===== src/tdvp_pkg.sv =====
// Shared constants, word types and register codes of the top-down view projection.
package tdvp_pkg;

  // defaults for the top-level parameters
  localparam int ANGLE_BITS_DEF = 16;
  localparam int FRAC_BITS_DEF  = 8;

  // field widths
  localparam int COORD_W = 32;
  localparam int YAW_W   = 16;
  localparam int CFG_W   = 12;
  localparam int OUT_W   = 16;
  localparam int IDX_W   = 2;

  // trig arithmetic: angles, squares and products in Q30
  localparam int PH_W    = 32;
  localparam int TRIG_Q  = 30;
  localparam int TRIG_W  = 30;
  localparam int T_W     = 31;
  localparam int GUARD   = 14;
  localparam logic [32:0]    TWO_PI_Q30 = 33'd6746518852;
  localparam logic [T_W-1:0] TRIG_ONE   = T_W'(1) << TRIG_Q;

  // Horner factorial ratios, highest term first
  localparam int SIN_TERMS = 4;
  localparam int COS_TERMS = 5;
  localparam int SIN_DIV [SIN_TERMS] = '{72, 42, 20, 6};
  localparam int COS_DIV [COS_TERMS] = '{90, 56, 30, 12, 2};

  // quotient bits produced by the divider row
  localparam int QB = 17;

  // register indexes
  localparam logic [IDX_W-1:0] REG_VIEW_WIDTH  = 2'd0;
  localparam logic [IDX_W-1:0] REG_VIEW_HEIGHT = 2'd1;
  localparam logic [IDX_W-1:0] REG_RANGE       = 2'd2;

  localparam logic [CFG_W-1:0] VIEW_WIDTH_RST  = 12'd500;
  localparam logic [CFG_W-1:0] VIEW_HEIGHT_RST = 12'd500;
  localparam logic [CFG_W-1:0] RANGE_RST       = 12'd25;

  typedef struct packed {
    logic [TRIG_W-1:0] x2;
    logic [T_W-1:0]    t;
  } horner_t;

  typedef struct packed {
    logic [CFG_W-1:0] rem;
    logic [QB-1:0]    low;
    logic [QB-1:0]    quo;
    logic             neg;
    logic             ovf;
  } div_t;

endpackage


===== src/tdvp_div_cell.sv =====
// One restoring-division step: shifts in a dividend bit, emits one quotient bit.
module tdvp_div_cell (
  input  logic                       clk,
  input  logic                       en,
  input  logic [tdvp_pkg::CFG_W-1:0] divisor,
  input  tdvp_pkg::div_t             din,
  output tdvp_pkg::div_t             dout
);

  localparam int CW = tdvp_pkg::CFG_W;
  localparam int QB = tdvp_pkg::QB;

  logic [CW:0] r2;
  logic [CW:0] diff;
  logic        ge;

  assign r2   = {din.rem, din.low[QB-1]};
  assign ge   = r2 >= {1'b0, divisor};
  assign diff = r2 - {1'b0, divisor};

  always_ff @(posedge clk) begin
    if (en) begin
      dout.rem <= ge ? diff[CW-1:0] : r2[CW-1:0];
      dout.low <= din.low << 1;
      dout.quo <= {din.quo[QB-2:0], ge};
      dout.neg <= din.neg;
      dout.ovf <= din.ovf;
    end
  end

endmodule


===== config.mk =====
export PLATFORM = sky130hd
export DESIGN_NAME = tdvp_div_cell
export DESIGN_NICKNAME = d
export VERILOG_FILES = /design/src/tdvp_pkg.sv /design/src/tdvp_div_cell.sv
export SDC_FILE = /design/constraint.sdc
export NUM_CORES = 1
export LEC_CHECK = 0
export BUFFER_PORTS_ARGS = -buffer_cell sky130_fd_sc_hd__buf_2
export CAP_MARGIN = 20
export CORE_ASPECT_RATIO = 0.6
export CORE_UTILIZATION = 46
export CTS_CLUSTER_DIAMETER = 120
export DETAILED_ROUTE_END_ITERATION = 10
export GPL_ROUTABILITY_DRIVEN = 0
export GPL_TIMING_DRIVEN = 0
export PLACE_DENSITY = 0.83
export SETUP_SLACK_MARGIN = 0.2
export SYNTH_ARGS = -nofsm -noshare
export SYNTH_HDL_FRONTEND = slang
export SYNTH_SLANG_ARGS = --single-unit

===== constraint.sdc =====
create_clock -name clk -period 3.3 [get_ports clk]
set_clock_uncertainty 0.05 [all_clocks]
set_input_delay 0.33 -clock clk [delete_from_list [all_inputs] [get_ports clk]]
set_output_delay 0.33 -clock clk [all_outputs]
set_load 0.01 [all_outputs]

==> results.toml <==
[run_status]
status = "complete, no violations"

[final_layout]
largest_reg_flops = 47
areaGrowthSynthToFinish_pct = 31.9
final_nets = 346
final_cell_mix = "107 x buf_2, 47 x edfxtp_1, 15 x inv_1"
top_register = "dout"
drive_gt1_share_pct = 48.2
diodes = 0
final_cells = 335
layout_commonest_cell = "buf_2"
largestRegisters = "dout x47"

[worst_hold_path]
hold_path_end = "dout[7]$_DFFE_PP_"
holdPathStages = 1
hp-start = "din[6]"
hold_class = "in2reg"

[global_routing]
use_met1_pct = 26.5
grt_max_degree = 48
use_met3_pct = 5.42
use_met2_pct = 29.2
grt-ovfl-total = 0
grt_pass1_wl_um = 7340
grt_antenna_before_repair = 0
grt_use_total_pct = 19.0
grt_pass1_vias = 1504
top_usage_layer = "met2"

[route]
drt.antenna.violating_nets = 0
vias_per_cell = 4.88
drt_first_pass_iters = 4
drcViolationCount = 0
drt-initial-drc-count = 39
wl_per_cell_um = 14.3
wirelength_um = 4800
vias = 1635

[pwr]
comb_power_share_pct = 21.4
p_sw_mw = 0.375
seqPwrFrac_pct = 49.9
leakagePower_nw = 1.36
power_frac_clock_pct = 28.7
p_per_area_mw_per_mm2 = 496
sw_frac_of_total_pct = 25.2
p_int_mw = 1.11
vdd_drop_max_v = 0.000232

[synthesis]
synth-main-ff-cell = "edfxtp_1"
synth_nets = 232
netlist_instances = 157
syn_avg_cell_area_sq_um = 14.5
async_flop_share_pct = 0
synth-seq-cells = 47
yosysWarnings = 0
syn-cell-area_sq_mm = 0.00228
yosysSeqAreaShare_pct = 61.9
synth.distinct_cells = 38
synth_edf_count = 47

[sta]
slew_headroom_pct = 29.7
tns_ps = 0
fin_crit_sh_pct = 80.3
finalCriticalPeriod_ps = 2650
finalMaxSlewViolations = 0
finalSetupViolations = 0
max_freq_mhz = 377
rsz0062_at_grt = "no"
hold_viol = 0
worstMarginPinSlew_ps = 1060

[floorplanning]
die_w_um = 92.9
die-area_sq_mm = 0.00525
core_sq_mm = 0.00466
io_pins = 110
num_rows = 19
die_y_um = 56.5
start_util_pct = 48.9

[placed_design]
hpwl_um = 3650
port-buffer-count = 107
dp.cells = 327

[clock_network]
clk_pin_slew_ps = 100
cts_inserted_buffers = 5
cts-root-buf = "clkbuf_8"
cts.sinks = 47
cts_setup_buffers = 0
max-clock-path-buffers = 2
ctsHoldBuffers = 0
cts_resized = 0
cts_max_level = 2
cts_tree = "done"

[worst_setup_path]
worstPathRequired_ps = 3300
startpoint_type = "input port"
crit_type = "in2reg"
cp_max_fo = 10
cp-startpoint = "divisor[6]"
endpoint_kind = "flip-flop"
crit_arrival_ps = 2650

[job]
cap_violations = 0
-- metrics by stage --
stage	hold slack (ps)	setup WS [ps]	cell area (sq um)	util (%)	power (mW)
floorplan	379	651	2280	-	0.949
global placement	456	380	2890	62.1	1.07
detailed placement	458	331	2890	62.1	1.08
CTS	134	658	3000	64.5	1.50
global route	122	555	3000	64.5	1.55
finish	140	649	3000	64.5	1.49
-- metal layers --
| layer | wire [um] | up-vias | part of all wire [%] |
|---|---|---|---|
| met5 | 0 | - | 0 |
| met4 | 48 | 0 | 1.0 |
| met3 | 351 | 7 | 7.3 |
| met2 | 2100 | 74 | 44 |
| met1 | 2300 | 742 | 48 |
| li1 | - | 812 | - |
-- logic make-up after synthesis --
| group | after synthesis | share of synthesized area [%] |
|---|---|---|
| AO/OA/AOI/OAI | 23 | 8.02 |
| buffers and inverters | 18 | 3.62 |
| other | 1 | 0.165 |
| adder cells (fa/ha/maj) | 13 | 7.47 |
| AND/OR/NAND/NOR | 34 | 8.29 |
| multiplexers | 13 | 7.41 |
| XOR/XNOR | 8 | 3.08 |
| flip-flops | 47 | 61.9 |
-- power by group through the flow --
stage,Sequential (mW),Clock [mW],Combinational [mW]
after floorplan,0.791,0,0.158
after global placement,0.754,0,0.311
after detailed placement,0.758,0,0.319
after CTS,0.745,0.435,0.321
after global routing,0.748,0.458,0.349
final,0.743,0.427,0.319
-- how the worst max path moves through the flow --
stage                         endpoint  depth (start not counted)  slack, ps
global placement    dout[46]$_DFFE_PP_                         10        380
floorplan           dout[40]$_DFFE_PP_                          9        650
global route        dout[45]$_DFFE_PP_                          9        560
CTS                 dout[45]$_DFFE_PP_                         10        660
finish              dout[45]$_DFFE_PP_                          9        650
detailed placement  dout[43]$_DFFE_PP_                         10        330
-- cell usage after synthesis (all sizes together) (2+ instances only) --
library cell	count	area share, %
edfxtp	47	62
inv	15	2.5
ha	12	6.6
mux2	10	6.1
nand3	9	2.0
nor2	9	1.5
a21oi	5	1.1
nor2b	5	1.7
xnor2	5	1.9
nand2	4	0.66
mux2i	3	1.3
nor3	3	0.66
o21ai	3	0.66
xor2	3	1.2
buf	2	0.99
nor4	2	1.2
o21a	2	0.66
o31a	2	0.77
-- cell type report --
cell class / count / area, sq um
Clock buffer: 5 / 68.8
Sequential cell: 47 / 1410
Multi-Input combinational cell: 92 / 785
Inverter: 15 / 56.3
Clock inverter: 3 / 42.5
Buffer: 3 / 26.3
Fill cell: 367 / 1660
Tap cell: 63 / 78.8
Timing Repair Buffer: 107 / 536
-- worst max-delay path, cell delays in order --
cell	delay, ps
buf_2	80
inv_1	30
ha_1	350
a21oi_1	360
o211ai_1	250
o311a_4	430
nor4_4	290
buf_8	220
mux2_4	310
Power figures use the tool's default switching activity.
