==> src/tdvp_pkg.sv <==
// Shared constants, word types and register codes of the top-down view projection.
package tdvp_pkg;

  // defaults for the top-level parameters
  localparam int ANGLE_BITS_DEF = 16;
  localparam int FRAC_BITS_DEF  = 8;

  // field widths
  localparam int COORD_W = 32;
  localparam int YAW_W   = 16;
  localparam int CFG_W   = 12;
  localparam int OUT_W   = 16;
  localparam int IDX_W   = 2;

  // trig arithmetic: angles, squares and products in Q30
  localparam int PH_W    = 32;
  localparam int TRIG_Q  = 30;
  localparam int TRIG_W  = 30;
  localparam int T_W     = 31;
  localparam int GUARD   = 14;
  localparam logic [32:0]    TWO_PI_Q30 = 33'd6746518852;
  localparam logic [T_W-1:0] TRIG_ONE   = T_W'(1) << TRIG_Q;

  // Horner factorial ratios, highest term first
  localparam int SIN_TERMS = 4;
  localparam int COS_TERMS = 5;
  localparam int SIN_DIV [SIN_TERMS] = '{72, 42, 20, 6};
  localparam int COS_DIV [COS_TERMS] = '{90, 56, 30, 12, 2};

  // quotient bits produced by the divider row
  localparam int QB = 17;

  // register indexes
  localparam logic [IDX_W-1:0] REG_VIEW_WIDTH  = 2'd0;
  localparam logic [IDX_W-1:0] REG_VIEW_HEIGHT = 2'd1;
  localparam logic [IDX_W-1:0] REG_RANGE       = 2'd2;

  localparam logic [CFG_W-1:0] VIEW_WIDTH_RST  = 12'd500;
  localparam logic [CFG_W-1:0] VIEW_HEIGHT_RST = 12'd500;
  localparam logic [CFG_W-1:0] RANGE_RST       = 12'd25;

  typedef struct packed {
    logic [TRIG_W-1:0] x2;
    logic [T_W-1:0]    t;
  } horner_t;

  typedef struct packed {
    logic [CFG_W-1:0] rem;
    logic [QB-1:0]    low;
    logic [QB-1:0]    quo;
    logic             neg;
    logic             ovf;
  } div_t;

endpackage

==> src/tdvp_horner_cell.sv <==
// One Horner step of the sine or cosine series: t_out = 1 - ((x2 * t) >> 30) / DIV.
module tdvp_horner_cell #(
  parameter int DIV = 2
) (
  input  logic              clk,
  input  logic              en,
  input  tdvp_pkg::horner_t din,
  output tdvp_pkg::horner_t dout
);

  localparam int TW = tdvp_pkg::TRIG_W;
  localparam int TT = tdvp_pkg::T_W;
  localparam int K  = tdvp_pkg::TRIG_Q + $clog2(DIV);
  // ceil(2^K / DIV): exact floor quotient for any dividend below 2^30
  localparam logic [63:0] RECIP_FULL = ((64'd1 << K) + 64'(DIV) - 64'd1) / 64'(DIV);
  localparam logic [TT-1:0] RECIP = RECIP_FULL[TT-1:0];

  logic [TW-1:0]    p;
  logic [TW-1:0]    x2_a;
  logic [TW+TT-1:0] prod_a;
  logic [TW+TT-1:0] prod_b;

  assign prod_a = (TW+TT)'(din.x2) * (TW+TT)'(din.t);
  assign prod_b = (TW+TT)'(p) * (TW+TT)'(RECIP);

  always_ff @(posedge clk) begin
    if (en) begin
      p       <= prod_a[tdvp_pkg::TRIG_Q +: TW];
      x2_a    <= din.x2;
      dout.x2 <= x2_a;
      dout.t  <= tdvp_pkg::TRIG_ONE - TT'(prod_b >> K);
    end
  end

endmodule

==> config.mk <==
export PLATFORM = sky130hd
export DESIGN_NAME = tdvp_horner_cell
export DESIGN_NICKNAME = d
export VERILOG_FILES = /design/src/tdvp_pkg.sv /design/src/tdvp_horner_cell.sv
export SDC_FILE = /design/constraint.sdc
export NUM_CORES = 2
export LEC_CHECK = 0
export BUFFER_PORTS_ARGS = -buffer_cell sky130_fd_sc_hd__buf_4
export CAP_MARGIN = 20
export CORE_MARGIN = 2
export CORE_UTILIZATION = 36
export CTS_CLUSTER_SIZE = 16
export DETAILED_ROUTE_END_ITERATION = 16
export GPL_ROUTABILITY_DRIVEN = 0
export MAX_ROUTING_LAYER = met4
export PLACE_DENSITY = 0.57
export RECOVER_POWER = 100
export SETUP_SLACK_MARGIN = 0.2
export SLEW_MARGIN = 5
export SYNTH_ARGS = -nofsm -noshare
export SYNTH_HDL_FRONTEND = slang
export SYNTH_SLANG_ARGS = --single-unit
==> constraint.sdc <==
create_clock -name clk -period 19 [get_ports clk]
set_input_delay 0.95 -clock clk [delete_from_list [all_inputs] [get_ports clk]]
set_output_delay 0.95 -clock clk [all_outputs]
set_load 0.02 [all_outputs]
==> results by group <==
Outcome
  – Outcome: finished, violations left
  – Failing checks: capacitance limit, slew limit

Yosys
  – Register area share after synthesis: 0.106
  – Post-synth EDFFs: 120
  – YS warnings: 0
  – Netlist Area Pre-Place: 34000 µm²
  – Yosys reg bits: 120
  – Async set-reset flop share out of synthesis: 0
  – Cells after synthesis: 3536
  – Mean post-synth cell area: 9.63 µm²
  – Synth Flop Type: edfxtp_1
  – Count of cell types in the netlist: 55
  – Synth top area cells: fa_1 47%, edfxtp_1 11%, and2_1 9.8%, inv_1 9.2%, ha_1 8.9%
  – Yosys top cell area share: 0.474
  – Syn_nets: 4646
  – Area leader, netlist: fa_1

Clocking
  – Postcts setup bufs: 0
  – Root Driver: clkbuf_16
  – CTS clk-pin slew, worst paths: 0.07 ns
  – Post-CTS Resized: 0
  – H-Tree Depth: 4
  – CTS Hold Bufs: 0
  – Total CTS buffers: 17
  – CTS tree: yes
  – Maximum root-to-sink buffer count: 2
  – Worst skew pair latency: 0.50 ns
  – Clock Sinks: 120

Worst setup path
  – Crit path arrival time: 9.61 ns
  – Crit Path Max Fanout: 32
  – Crit-path cells: clkbuf_1 > nand2_1 > fa_1 > inv_1 > fa_1 > fa_1 > fa_1 > fa_1 > fa_1 > fa_1 > fa_1 > ha_1 > a211oi_1 > o21ai_0 > a211oi_1 > a21oi_1 > a21oi_1 > o21ai_0 > o21a_1 > o311ai_0
  – Max incr delay on CP: 1.46 ns
  – Crit Path Category: input pin to register
  – WP data required: 19.28 ns
  – Crit. Startpoint: din[55]
  – Slowest CP cell: clkbuf_1
  – Crit path top cell by count: fa_1
  – Top delay family on crit path: adder cells
  – CP Launch Type: input pin
  – Worst Path Buf+Inv: 2
  – Worst r2r src: p[5]
  – Endpoint class of the critical path: register

Floorplan
  – Io pins: 124
  – Die area: 97000 µm²
  – Core ar.: 93500 µm²
  – Chip height: 311 µm
  – Initial Utilization: 0.364
  – Row cnt: 112
  – Die W: 311 µm

Global routing
  – Largest net degree at the start of global routing: 67
  – Vias in the first global route: 25327
  – GRT Overall Usage: 0.197
  – Grt met2 use: 0.350
  – Final global-route overflow total: 0
  – First-pass GRT wire length: 143000 µm
  – Initial antenna violation count: 2
  – Most crowded layer after global routing: met2
  – Met1 Use GR: 0.236
  – Grt met3 use: 0.0200

Final layout
  – Cell Count, Final, Fillers Out: 4749
  – N_diodes: 0
  – Most common cell after layout, fill and taps aside: inv_1
  – Layout area overhead: 5.76%
  – Final nets: 4592
  – Cell area after layout: 36000 µm²
  – Most frequent cells in the layout: 833 x inv_1, 806 x fa_1, 535 x and2_1, 434 x nand2_1, 241 x ha_1
  – Final core occ: 0.385
  – Layout cells sized above 1: 0.0192

STA
  – Final setup TNS: 0 ns
  – Fmax: 107 MHz
  – Final worst path period share: 0.491
  – Minimum clock period: 9.34 ns
  – Final hold vios: 0
  – Relative slew slack: -1.47
  – Pins Over Slew Limit: 1045
  – Least-Margin Pin Slew: 3.70 ns
  – RSZ-0062 raised after global routing: false
  – Finish-stage setup viols: 0
  – Setup Skew: 0.0140 ns

Route
  – Initial detailed-routing violation count: 1024
  – Drt first pass iters: 7
  – Routed wire length: 88000 µm
  – DR DRC count: 0
  – Post-DR vias/cell: 4.84
  – Vias: 22977
  – DR WL/cell: 18.5 µm
  – Remaining antenna violation count: 0

Min path
  – Hold Crit Class: register to register
  – Hold Crit Start: x2_a[16]

Placement
  – Placed cell area: 35800 µm²
  – IO buf count: 123
  – HPWL Detailed: 69500 µm
  – Placed Cells: 4717

Run
  – Max-Cap Viols: 30
## flip-flops by register name, summed over array words and instances, names as in the netlist
signal and cells:
dout 61, p 29, x2_a 30
## layout make-up
class / instances / area, µm²
Clock buffer: 17 / 425
Clock inverter: 15 / 159
Fill cell: 9496 / 57500
Inverter: 833 / 3130
Multi-Input combinational cell: 2386 / 26500
Sequential cell: 120 / 3600
Tap cell: 1254 / 1570
Timing Repair Buffer: 124 / 582
## synthesized netlist by cell type, types with 2 or more instances
library cell and n:
a2111oi_0 2, a211oi_1 10, a21boi_0 5, a21o_1 36
a21oi_1 50, a311oi_1 2, a31o_2 2, a31oi_1 8
and2_1 535, clkbuf_1 196, edfxtp_1 120, fa_1 806
ha_1 241, inv_1 833, nand2_1 434, nand2b_1 4
nand3_1 20, nand3b_1 4, nand4_1 17, nor2_1 41
nor2_4 2, nor2b_1 4, nor3_1 15, nor4_1 4
o2111ai_1 6, o211a_1 4, o211ai_1 3, o21a_1 10
o21ai_0 22, o21bai_1 8, o31ai_1 4, or3_1 5
or4_1 5, or4_4 2, xnor2_1 39, xor2_1 18
## logic make-up (layout without fill, tap and decap cells)
logic type      count (synthesis)  count (layout)  synth area share
compound gates                183             183            0.0359
xor+xnor                       57              57            0.0147
fa+ha+maj                    1047            1047             0.563
buf+inv                      1030             989             0.114
flops                         120             120             0.106
simple gates                 1099            1099             0.167
## stage by stage
stage          setup slack (ns)  hold WS (ns)
2_1_floorplan             11.53         0.400
4_1_cts                   11.01         0.402
3_3_place_gp              10.59         0.401
5_1_grt                    9.33         0.423
6_report                   9.66         0.412
3_5_place_dp              10.39         0.405
## path summary, 6_finish.rpt
check	end	slack, ns	cells after the start
worst max-delay path	p[27]	9.66	20
worst min-delay path	dout[47]	0.41	0
worst max register to register	dout[29]	16.00	7
worst min register to register	dout[47]	0.41	0
## layer usage
metal  vias up  wire (µm)
met2       431      47400
met4         0       2620
met3       124       2510
li1      10244          -
met1     12178      35500
met5         -          0
Power is not shown: default switching activity piles up to over one toggle a cycle in this logic, so the estimate is an artifact.
